--- src/hed_pkg.sv ---
// ----------------------------------------------------------------------------
// hed_pkg
// Character codes and the entity name table used by the scan side (hed_front).
// ----------------------------------------------------------------------------
package hed_pkg;

    localparam logic [7:0] AMP_CHAR  = 8'h26;
    localparam logic [7:0] SEMI_CHAR = 8'h3B;

    localparam int NUM_ENTITIES = 6;
    localparam int ENT_MAX_LEN  = 5;

    typedef struct packed {
        logic [2:0]                  len;
        logic [ENT_MAX_LEN-1:0][7:0] name;   // name[0] is the first character
        logic [7:0]                  ch;
    } entity_t;

    localparam entity_t ENTITIES [NUM_ENTITIES] = '{
        '{len: 3'd3, name: {8'h00, 8'h00, "p", "m", "a"}, ch: "&"},
        '{len: 3'd2, name: {8'h00, 8'h00, 8'h00, "t", "g"}, ch: ">"},
        '{len: 3'd2, name: {8'h00, 8'h00, 8'h00, "t", "l"}, ch: "<"},
        '{len: 3'd4, name: {8'h00, "p", "s", "b", "n"}, ch: " "},
        '{len: 3'd4, name: {8'h00, "s", "u", "l", "p"}, ch: "+"},
        '{len: 3'd5, name: {"t", "s", "e", "u", "q"}, ch: "?"}
    };

endpackage

--- src/hed_front.sv ---
// ----------------------------------------------------------------------------
// hed_front
// Input side: tracks the entity scan state and turns each input word into
// at most one queue entry holding the words to send.
// ----------------------------------------------------------------------------
module hed_front #(
    parameter int MAX_NAME_LEN = 5
) (
    input  logic                                clk,
    input  logic                                rst_n,
    input  logic                                s_axis_tvalid,
    output logic                                s_axis_tready,
    input  logic [7:0]                          s_axis_tdata,
    input  logic                                s_axis_tlast,
    input  logic                                q_full,
    output logic                                push,
    output logic [(MAX_NAME_LEN+2)*8-1:0]       push_bytes,
    output logic [$clog2(MAX_NAME_LEN+2)-1:0]   push_lidx,
    output logic                                push_last
);
    import hed_pkg::*;

    localparam int CW = $clog2(MAX_NAME_LEN + 1);
    localparam int IW = $clog2(MAX_NAME_LEN + 2);
    localparam int NB = MAX_NAME_LEN + 2;

    logic          in_ent_reg, in_ent_next;
    logic [CW-1:0] cnt_reg, cnt_next;
    logic [7:0]    name_reg  [MAX_NAME_LEN];
    logic [7:0]    name_next [MAX_NAME_LEN];
    logic [7:0]    tmp       [MAX_NAME_LEN+1];
    logic [7:0]    win       [ENT_MAX_LEN];
    logic [7:0]    vec       [NB];
    logic          hit;
    logic [7:0]    hit_char;
    logic [IW-1:0] amp_pos;
    logic          accept;

    assign s_axis_tready = !q_full;
    assign accept        = s_axis_tvalid && s_axis_tready;
    assign push_last     = s_axis_tlast;

    genvar g;
    generate
        for (g = 0; g < MAX_NAME_LEN; g++)
        begin : g_tmp
            assign tmp[g] = name_reg[g];
        end
        assign tmp[MAX_NAME_LEN] = s_axis_tdata;

        for (g = 0; g < ENT_MAX_LEN; g++)
        begin : g_win
            if (g < MAX_NAME_LEN)
            begin : g_have
                assign win[g] = name_reg[g];
            end
            else
            begin : g_pad
                assign win[g] = 8'h00;
            end
        end

        for (g = 0; g < NB; g++)
        begin : g_pack
            assign push_bytes[g*8 +: 8] = vec[g];
        end
    endgenerate

    // name table lookup
    always_comb
    begin
        logic match;
        hit      = 1'b0;
        hit_char = AMP_CHAR;
        for (int t = 0; t < NUM_ENTITIES; t++)
        begin
            match = (int'(cnt_reg) == int'(ENTITIES[t].len));
            for (int i = 0; i < ENT_MAX_LEN; i++)
            begin
                if (i < int'(ENTITIES[t].len) && win[i] != ENTITIES[t].name[i])
                    match = 1'b0;
            end
            if (match && !hit)
            begin
                hit      = 1'b1;
                hit_char = ENTITIES[t].ch;
            end
        end
    end

    // first ampersand among the held name bytes and the new byte
    always_comb
    begin
        amp_pos = IW'(MAX_NAME_LEN + 1);
        for (int i = MAX_NAME_LEN; i >= 0; i--)
        begin
            if (tmp[i] == AMP_CHAR)
                amp_pos = IW'(i);
        end
    end

    always_comb
    begin
        in_ent_next = in_ent_reg;
        cnt_next    = cnt_reg;
        name_next   = name_reg;
        push        = 1'b0;
        push_lidx   = '0;
        vec[0]      = AMP_CHAR;
        // raw run: held bytes, then the new byte
        for (int j = 1; j < NB; j++)
            vec[j] = (j - 1 < int'(cnt_reg)) ? tmp[j-1] : s_axis_tdata;

        if (accept)
        begin
            if (!in_ent_reg)
            begin
                cnt_next = '0;
                if (s_axis_tdata == AMP_CHAR)
                begin
                    push        = s_axis_tlast;
                    in_ent_next = !s_axis_tlast;
                end
                else
                begin
                    push   = 1'b1;
                    vec[0] = s_axis_tdata;
                end
            end
            else if (s_axis_tdata == SEMI_CHAR)
            begin
                push        = 1'b1;
                in_ent_next = 1'b0;
                cnt_next    = '0;
                if (hit)
                    vec[0] = hit_char;
                else
                    push_lidx = IW'(int'(cnt_reg) + 1);
            end
            else if (int'(cnt_reg) < MAX_NAME_LEN)
            begin
                for (int i = 0; i < MAX_NAME_LEN; i++)
                begin
                    if (i == int'(cnt_reg))
                        name_next[i] = s_axis_tdata;
                end
                if (s_axis_tlast)
                begin
                    push        = 1'b1;
                    push_lidx   = IW'(int'(cnt_reg) + 1);
                    in_ent_next = 1'b0;
                    cnt_next    = '0;
                end
                else
                begin
                    cnt_next = CW'(int'(cnt_reg) + 1);
                end
            end
            else
            begin
                // name too long: send up to the next ampersand, restart after it
                push = 1'b1;
                if (s_axis_tlast)
                begin
                    push_lidx   = IW'(MAX_NAME_LEN + 1);
                    in_ent_next = 1'b0;
                    cnt_next    = '0;
                end
                else
                begin
                    push_lidx = amp_pos;
                    if (int'(amp_pos) <= MAX_NAME_LEN)
                    begin
                        in_ent_next = 1'b1;
                        cnt_next    = CW'(MAX_NAME_LEN - int'(amp_pos));
                        for (int i = 0; i < MAX_NAME_LEN; i++)
                        begin
                            for (int k = 0; k <= MAX_NAME_LEN; k++)
                            begin
                                if (k == int'(amp_pos) + 1 + i)
                                    name_next[i] = tmp[k];
                            end
                        end
                    end
                    else
                    begin
                        in_ent_next = 1'b0;
                        cnt_next    = '0;
                    end
                end
            end
        end
    end

    always_ff @(posedge clk or negedge rst_n)
    begin
        if (!rst_n)
        begin
            in_ent_reg <= 1'b0;
            cnt_reg    <= '0;
        end
        else
        begin
            in_ent_reg <= in_ent_next;
            cnt_reg    <= cnt_next;
        end
    end

    always_ff @(posedge clk)
    begin
        name_reg <= name_next;
    end

endmodule

--- src/hed_fifo.sv ---
// ----------------------------------------------------------------------------
// hed_fifo
// Small first-in first-out queue between the scan side and the output side.
// ----------------------------------------------------------------------------
module hed_fifo #(
    parameter int WIDTH = 57,
    parameter int DEPTH = 2
) (
    input  logic             clk,
    input  logic             rst_n,
    input  logic             push,
    input  logic [WIDTH-1:0] wr_data,
    output logic             full,
    input  logic             pop,
    output logic             rd_valid,
    output logic [WIDTH-1:0] rd_data
);
    localparam int PW = $clog2(DEPTH);

    logic [WIDTH-1:0] mem [DEPTH];
    logic [PW-1:0]    wr_ptr_reg, rd_ptr_reg;
    logic [PW:0]      count_reg, count_next;
    logic             do_push, do_pop;

    assign full     = (count_reg == (PW+1)'(DEPTH));
    assign rd_valid = (count_reg != '0);
    assign rd_data  = mem[rd_ptr_reg];
    assign do_push  = push && !full;
    assign do_pop   = pop && rd_valid;

    always_comb
    begin
        count_next = count_reg;
        if (do_push && !do_pop)
            count_next = count_reg + 1'b1;
        else if (do_pop && !do_push)
            count_next = count_reg - 1'b1;
    end

    always_ff @(posedge clk or negedge rst_n)
    begin
        if (!rst_n)
        begin
            wr_ptr_reg <= '0;
            rd_ptr_reg <= '0;
            count_reg  <= '0;
        end
        else
        begin
            if (do_push)
                wr_ptr_reg <= wr_ptr_reg + 1'b1;
            if (do_pop)
                rd_ptr_reg <= rd_ptr_reg + 1'b1;
            count_reg <= count_next;
        end
    end

    always_ff @(posedge clk)
    begin
        if (do_push)
            mem[wr_ptr_reg] <= wr_data;
    end

endmodule

--- src/hed_back.sv ---
// ----------------------------------------------------------------------------
// hed_back
// Output side: walks through the words of the queue head one per cycle, while
// the output is not stalled, into a registered output word.
// ----------------------------------------------------------------------------
module hed_back #(
    parameter int MAX_NAME_LEN = 5
) (
    input  logic                                clk,
    input  logic                                rst_n,
    input  logic                                q_valid,
    input  logic [(MAX_NAME_LEN+2)*8-1:0]       q_bytes,
    input  logic [$clog2(MAX_NAME_LEN+2)-1:0]   q_lidx,
    input  logic                                q_last,
    output logic                                q_pop,
    output logic                                m_axis_tvalid,
    input  logic                                m_axis_tready,
    output logic [7:0]                          m_axis_tdata,
    output logic                                m_axis_tlast
);
    localparam int IW = $clog2(MAX_NAME_LEN + 2);
    localparam int NB = MAX_NAME_LEN + 2;

    logic [7:0]    words [NB];
    logic [IW-1:0] idx_reg, idx_next;
    logic          valid_reg, valid_next;
    logic [7:0]    data_reg, data_next;
    logic          last_reg, last_next;
    logic          load, at_end;

    genvar g;
    generate
        for (g = 0; g < NB; g++)
        begin : g_unpack
            assign words[g] = q_bytes[g*8 +: 8];
        end
    endgenerate

    assign load   = q_valid && (!valid_reg || m_axis_tready);
    assign at_end = (idx_reg == q_lidx);
    assign q_pop  = load && at_end;

    always_comb
    begin
        idx_next   = idx_reg;
        valid_next = valid_reg;
        data_next  = data_reg;
        last_next  = last_reg;
        if (load)
        begin
            valid_next = 1'b1;
            data_next  = words[idx_reg];
            last_next  = q_last && at_end;
            idx_next   = at_end ? '0 : idx_reg + 1'b1;
        end
        else if (m_axis_tready)
        begin
            valid_next = 1'b0;
        end
    end

    always_ff @(posedge clk or negedge rst_n)
    begin
        if (!rst_n)
        begin
            idx_reg   <= '0;
            valid_reg <= 1'b0;
        end
        else
        begin
            idx_reg   <= idx_next;
            valid_reg <= valid_next;
        end
    end

    always_ff @(posedge clk)
    begin
        data_reg <= data_next;
        last_reg <= last_next;
    end

    assign m_axis_tvalid = valid_reg;
    assign m_axis_tdata  = data_reg;
    assign m_axis_tlast  = last_reg;

endmodule

--- src/html_entity_decoder.sv ---
// ----------------------------------------------------------------------------
// html_entity_decoder
// Stream decoder for the entities amp, gt, lt, nbsp, plus and quest.
//
//  channel  | dir | tdata           | tlast
//  ---------+-----+-----------------+----------------------
//  s_axis   | in  | [7:0] text byte | last byte of text
//  m_axis   | out | [7:0] text byte | last decoded byte
//
// The input takes one word per cycle while the queue has room; each input
// word becomes zero or one queue entry of 1 to MAX_NAME_LEN+2 output words.
// The output side sends one word per cycle while m_axis_tready is high, so
// the byte-serial output port sets the rate.
// Reset clears the scan state, the queue and the output valid flag.
// A stalled output fills the queue and then holds s_axis_tready low.
// ----------------------------------------------------------------------------
module html_entity_decoder #(
    parameter int MAX_NAME_LEN = 5,
    parameter int QUEUE_DEPTH  = 2
) (
    input  logic       clk,
    input  logic       rst_n,
    input  logic       s_axis_tvalid,
    output logic       s_axis_tready,
    input  logic [7:0] s_axis_tdata,    // [7:0] in_byte
    input  logic       s_axis_tlast,
    output logic       m_axis_tvalid,
    input  logic       m_axis_tready,
    output logic [7:0] m_axis_tdata,    // [7:0] out_byte
    output logic       m_axis_tlast
);
    localparam int IW = $clog2(MAX_NAME_LEN + 2);
    localparam int BW = (MAX_NAME_LEN + 2) * 8;
    localparam int EW = BW + IW + 1;

    logic          q_full, push, push_last, q_pop, q_valid;
    logic [BW-1:0] push_bytes;
    logic [IW-1:0] push_lidx;
    logic [EW-1:0] q_wr, q_rd;

    hed_front #(
        .MAX_NAME_LEN (MAX_NAME_LEN)
    ) u_front (
        .clk           (clk),
        .rst_n         (rst_n),
        .s_axis_tvalid (s_axis_tvalid),
        .s_axis_tready (s_axis_tready),
        .s_axis_tdata  (s_axis_tdata),
        .s_axis_tlast  (s_axis_tlast),
        .q_full        (q_full),
        .push          (push),
        .push_bytes    (push_bytes),
        .push_lidx     (push_lidx),
        .push_last     (push_last)
    );

    assign q_wr = {push_last, push_lidx, push_bytes};

    hed_fifo #(
        .WIDTH (EW),
        .DEPTH (QUEUE_DEPTH)
    ) u_fifo (
        .clk      (clk),
        .rst_n    (rst_n),
        .push     (push),
        .wr_data  (q_wr),
        .full     (q_full),
        .pop      (q_pop),
        .rd_valid (q_valid),
        .rd_data  (q_rd)
    );

    hed_back #(
        .MAX_NAME_LEN (MAX_NAME_LEN)
    ) u_back (
        .clk           (clk),
        .rst_n         (rst_n),
        .q_valid       (q_valid),
        .q_bytes       (q_rd[BW-1:0]),
        .q_lidx        (q_rd[BW +: IW]),
        .q_last        (q_rd[EW-1]),
        .q_pop         (q_pop),
        .m_axis_tvalid (m_axis_tvalid),
        .m_axis_tready (m_axis_tready),
        .m_axis_tdata  (m_axis_tdata),
        .m_axis_tlast  (m_axis_tlast)
    );

endmodule

--- config.mk ---
export PLATFORM = sky130hd
export DESIGN_NAME = html_entity_decoder
export DESIGN_NICKNAME = d
export VERILOG_FILES = /design/src/hed_pkg.sv /design/src/hed_front.sv /design/src/hed_fifo.sv /design/src/hed_back.sv /design/src/html_entity_decoder.sv
export SDC_FILE = /design/constraint.sdc
export NUM_CORES = 1
export LEC_CHECK = 0
export BUFFER_PORTS_ARGS = -buffer_cell sky130_fd_sc_hd__buf_2
export CAP_MARGIN = 20
export CORE_ASPECT_RATIO = 0.8
export CORE_MARGIN = 4
export CORE_UTILIZATION = 54
export DETAILED_ROUTE_END_ITERATION = 8
export GPL_ROUTABILITY_DRIVEN = 0
export PLACE_DENSITY = 0.7
export SYNTH_ARGS = -nofsm -noshare
export SYNTH_HDL_FRONTEND = slang
export SYNTH_SLANG_ARGS = --single-unit
--- constraint.sdc ---
create_clock -name clk -period 15.1 [get_ports clk]
set_input_delay 3.02 -clock clk [delete_from_list [all_inputs] [get_ports clk]]
set_output_delay 3.02 -clock clk [all_outputs]
set_load 0.005 [all_outputs]
Word-level counts from Yosys, hierarchy flattened. Memory sizes are Yosys's and may differ from the RTL's. Index checks and enable logic that the tools add are counted.

Register bits: 61. Bits in latches: 0. RAM bits: 120. ROM bits: 0. Bits of input ports: 13. Output and inout bits: 11. Word-level logic and storage cells: 270. Memories: 1.

Memory list: u_fifo.mem (words 2, width 60, rd ports 1, clocked after memory_dff 0, wr ports 1, line hed_fifo.sv:20) `logic [WIDTH-1:0] mem [DEPTH];`.

Add/sub/neg operators: 12. Multiply operators: 0. Div/mod/pow operators: 0. Magnitude comparators: 8. Equality and inequality tests: 70. Shifts and indexed selects: 0. Muxes and demuxes: 120. Bitwise operators: 2. Reduce and logical (&&, ||, !) cells: 43.

Operators by type and width (count): $mux 8 (50); $eq 3x32->1 const A (10); $eq 4x32->1 const A (10); $eq 2x32->1 const A (5); $ne 8x7->1 const B (18); $logic_not 32->1 (4); $mux 40 (3); $add 32x3->32 const B (2); $eq 8x6->1 const B (7); $mux 3 (18); $mux 1 (43); $add 32x2->32 const B (1); $add 32x4->32 const B (1); $reduce_and 8->1 (4); $reduce_bool 6->1 (5); $bmux 8 s3 (1); $logic_and 1x1->1 (13); $eq 3x3->1 const B (4); $logic_not 1->1 (10); $ne 2x2->1 const B (5); $eq 3x3->1 const A (3); $mux 2 (4); $reduce_bool 2->1 (4); $reduce_and 7->1 (1); other kinds (25) (29).

Logic depth before layout (Yosys ltp).
Depth after elaboration: 24. Mapped depth: 20. Gate-level depth less buffers: 18.

Hierarchy. Synthesis repeated with hierarchy kept, for this count alone.

Cell total of the unflattened synthesis: 835. Area, all modules: 10483.8 um2.

Modules (own cells, without submodules): hed_fifo (times used 1, cells each 206, area each 4829.6 um2, sequential area each 3703.6 um2); hed_front (times used 1, cells each 541, area each 4667.0 um2, sequential area each 1301.2 um2); hed_back (times used 1, cells each 88, area each 987.2 um2, sequential area each 370.4 um2).

Worst setup path after synthesis. No wires, ideal clock.

Path type: input to register. From: input s_axis_tdata[7]. To: memory u_fifo.mem[0][0] in the netlist's numbering (enable). Library setup time: 0.552 ns. Arrival time: 8.021 ns. Required time: 14.548 ns. Path slack: 6.527 ns. Stages on the path: 5. Path buffers: 0. Cell sequence: nor4bb_1 -> nand4_1 -> nand3_1 -> a21oi_1 -> nor3_1.

Cells in the longest elaborated chain, start to end: 7. Elaborated cells on any way between the ends: 9. Classes of those cells: 2 x eq/ne; 6 x mux; 1 x reduce/logical.

RTL lines: start, declared (line html_entity_decoder.sv:25) `input logic [7:0] s_axis_tdata,`; $eq 8x6->1, on equally long branches (line hed_front.sv:119, hed_front.sv:130); $mux 1, on equally long branches (line hed_front.sv:119, hed_front.sv:130); $mux 1 (*) (line hed_front.sv:116) `if (!in_ent_reg)`; $mux 1 (*) (line hed_front.sv:114) `if (accept)`; $logic_and 1x1->1 (*) (line hed_fifo.sv:28) `assign do_push = push && !full;`; $mux 1 (*) (line hed_fifo.sv:60) `if (do_push)`; $mux 1 (implied by the code) (*) (line hed_fifo.sv:61) `mem[wr_ptr_reg] <= wr_data;`; end, declared (line hed_fifo.sv:20).

Mark *: on every way between the ends. The rest lies on a longest branch, timed or not.

Worst setup path in the final report.
From: input s_axis_tdata[5]. To: register u_front.name_reg[15] in the netlist's numbering (enable).

Cells in the longest elaborated chain, start to end: 12. Elaborated cells on any way between the ends: 22. Classes of those cells: 2 x add/sub; 1 x order compare; 8 x eq/ne; 6 x mux; 1 x bitwise; 4 x reduce/logical.

RTL lines: $eq 8x6->1 (line hed_front.sv:97) `if (tmp[i] == AMP_CHAR)`; $mux 2 (2 in series) (line hed_front.sv:97); $mux 3 (4 in series) (line hed_front.sv:97); $add 3x1->4; $add 32x3->32 (line hed_front.sv:180) `if (k == int'(amp_pos) + 1 + i)`; $eq 4x32->1, or another cell as far along (line hed_front.sv:180); $ne 4x3->1 (no source line) / $reduce_bool 6->1 (equally long branches); $reduce_and 8->1 (no source line) (*); end signal, assigned (line hed_front.sv:211) `name_reg <= name_next;`; end, declared (line hed_front.sv:29) `logic [7:0] name_reg [MAX_NAME_LEN];`.

Marks and branches as above. A chain may end at the register's enable or synchronous reset.

==> qor.csv <==
metric,value,unit
DR WL/cell,26.1,um
"Seq/Total Area, Yosys",53.0,%
largest net degree at the start of global routing,58,
mapped cell area,10100,um^2
TritonCTS clock tree,built,
area occupied by registers,5380,um^2
global-route track usage on met3,7.78,%
"Setup Fix Bufs, Post-CTS",0,
number of instances in the placed design,1090,
total power,1.51,mW
Initial Utilization,55.5,%
GRT Total Usage,28.3,%
Hold Path Class,flip-flop to flip-flop,
fillers,1435,
Post-synth ARST share,6.63,%
Critical Path Max Stage Delay,850,ps
Max Cap Viol,0,
Die H,131,um
number of synthesis warnings,0,
DR vias,7780,
Via density,6.91,
clk_lat worst skew,440,ps
Critical Path AT,7570,ps
crit path kind,input pin to flip-flop,
crit-path most repeated cell,nand2_1,
DRC viols,0,
"Cell Chain, Critical Path",buf_2 -> nor4bb_1 -> and2_1 -> nand2_1 -> nand2_1 -> nand2_1 -> o21ai_0 -> nand2_1 -> inv_1 -> ha_1 -> inv_1 -> xnor2_4 -> inv_2 -> ha_1 -> a31oi_4 -> o2bb2ai_1 -> o211a_1 -> a211oi_1 -> nor3_1,
Worst Path Required,15160,ps
IO buf count,23,
CTS Sinks,181,
Avg Inst Size Synth,11.8,um^2
# setup viols final,0,
Synth top area share,50.0,%
final period utilization,49.7,%
Multi-input gate area,4430,um^2
Synth area leader,edfxtp_1,
fmax,0.133,GHz
DR pass1 iterations,7,
Final Non-Filler Cells,1126,
core area,18300,um^2
initial antenna violation count,0,
DRT antenna net count,0,
die width,161,um
syn_nets,892,
CTS H-tree depth,4,
# resized after CTS,0,
hold buffers post-CTS,0,
Rows,44,
gr ovfl total,0,
die area,21000,um^2
clock slew at reported path FFs,70,ps
vias in the first global route,7473,
cells after synthesis,862,
synth-to-layout area growth,8.66,%
Final Hold Viols,0,
VDD IR max,0.117,mV
CP max stage cell,nor3_1,
"Slew Viols, Final",0,
crit path time final,7510,ps
Detailed Route WL,29400,um
CTS Root Cell,clkbuf_16,
count of different cell masters after synthesis,83,
"EDFF count, synth",169,
worst-margin pin slew,1050,ps
global-route wire length before repair,44700,um
hold_ws,530,ps
Antenna Cells,0,
CP Max Fanout,14,
total CTS buffers,17,
LEAKAGE,3.90,nW
Ports,24,
clk_skew,13.5,ps
status,"finished, final reports clean",
max FFs per register,120,
CP endpoint kind,flip-flop,
GR Util met2,41.5,%
synth top area cells,"edfxtp_1 50%, mux4_2 4.7%, mux2i_1 3.8%, nand2_1 3.6%, mux2_2 3.6%",
clock buffer depth,2,
RSZ-0062 raised after global routing,no,
Global Route met1 Usage,39.5,%
layout cells sized above 1,17.9,%
Final nets,890,
Power Density,137,nW/um^2
CP Launch Type,input pin,
GR peak layer,met2,
hpwl dp,20000,um
relative slew slack,29.7,%
prevailing post-synth register cell,edfxtp_1,
Initial DRC Count,1293,
Seq cells post-synth,181,
Setup TNS,0,ps
-- area by class of cell --
type | instances | area share (%)
inverters | 31 | 1.06
well taps | 253 | 2.87
repair buffers | 35 | 1.84
flip-flops and latches | 181 | 48.8
clock inverters | 15 | 1.41
clock buffers | 17 | 3.86
multi-input cells | 594 | 40.2
-- per-layer routing --
metal / vias to the layer above / wire [um]
met2: 626 / 12300
met1: 3665 / 11500
met3: 176 / 4030
met4: 0 / 1610
li1: 3313 / -
met5: - / 0
-- cells in the final DEF, fill, tap and decap left out, types with 4 or more instances in the layout --
master / count
nand3_1: 12
nor2_1: 40
nand2b_1: 12
inv_8: 5
a32oi_1: 6
a2bb2oi_1: 7
buf_2: 23
a21o_1: 8
inv_1: 29
o21ai_0: 47
nor4_1: 8
nor3b_1: 20
edfxtp_1: 169
nand2_1: 97
nor2b_1: 17
nand4_1: 8
inv_6: 4
a211oi_1: 9
nor3_1: 11
clkbuf_16: 17
and3_1: 4
xnor2_1: 5
mux4_2: 21
o22ai_1: 18
a22oi_1: 18
nor4b_1: 5
o221ai_1: 22
ha_1: 17
mux2i_1: 38
mux2_2: 32
a21oi_1: 38
dfrtp_1: 11
buf_4: 10
-- through the flow --
step / util [%] / worst slack (ps) / area (um^2)
2_1_floorplan: - / 6530 / 10100
3_3_place_gp: 57.0 / 6870 / 10400
3_5_place_dp: 57.0 / 6660 / 10400
4_1_cts: 60.1 / 7070 / 11000
5_1_grt: 60.3 / 7220 / 11000
6_report: 60.3 / 7590 / 11000
-- critical path: cells and delay by family --
family,cells,cell delay [ps]
buf+inv,4,690
xor+xnor,1,320
simple gates,7,1960
fa+ha+maj,2,510
compound gates,5,1050
-- power by group --
part	internal [mW]	switching (mW)	total [mW]	leakage, nW
registers	0.673	0.0436	0.716	1.71
clock network	0.221	0.214	0.435	0.288
logic	0.154	0.206	0.360	1.91
total	1.05	0.463	1.51	3.90
-- cell usage after synthesis, types with 10 or more instances --
library cell	instances
nor2_1	40
mux2_2	32
clkbuf_1	44
ha_1	17
dfrtp_1	12
o221ai_1	22
o22ai_1	18
mux4_2	21
a22oi_1	18
nor3_1	12
nand2b_1	12
edfxtp_1	169
nand2_1	97
nand3_1	12
a21oi_1	38
a211oi_1	10
mux2i_1	38
o21ai_0	47
nor3b_1	20
nor2b_1	17
inv_1	29
-- logic make-up after synthesis --
| logic type | count (synthesis) | synth area share, % |
|---|---|---|
| and+or+nand+nor | 269 | 14.1 |
| AOI/OAI and AO/OA | 207 | 14.2 |
| DFF | 181 | 53.0 |
| muxes | 91 | 12.0 |
| buffers and inverters | 87 | 3.45 |
| adders and majority gates | 17 | 2.10 |
| xor gates and xnor gates | 10 | 1.12 |
-- path summary, 6_finish.rpt --
path	start	to	slack, ps	cells after the start
max	s_axis_tdata[5]	u_front.name_reg[15]$_DFFE_PP_	7590	19
min	u_fifo.count_reg[1]$_DFFE_PN0P_	u_fifo.count_reg[1]$_DFFE_PN0P_	530	1
max reg2reg	u_front.name_reg[29]$_DFFE_PP_	u_front.name_reg[15]$_DFFE_PP_	9500	15
min reg2reg	u_fifo.count_reg[1]$_DFFE_PN0P_	u_fifo.count_reg[1]$_DFFE_PN0P_	530	1
max in group asynchronous	rst_n	u_fifo.rd_ptr_reg$_DFFE_PN0P_	12400	1
min in group asynchronous	rst_n	u_back.m_axis_tvalid$_DFFE_PN0P_	2460	1
(Power assumes the default switching activity.)
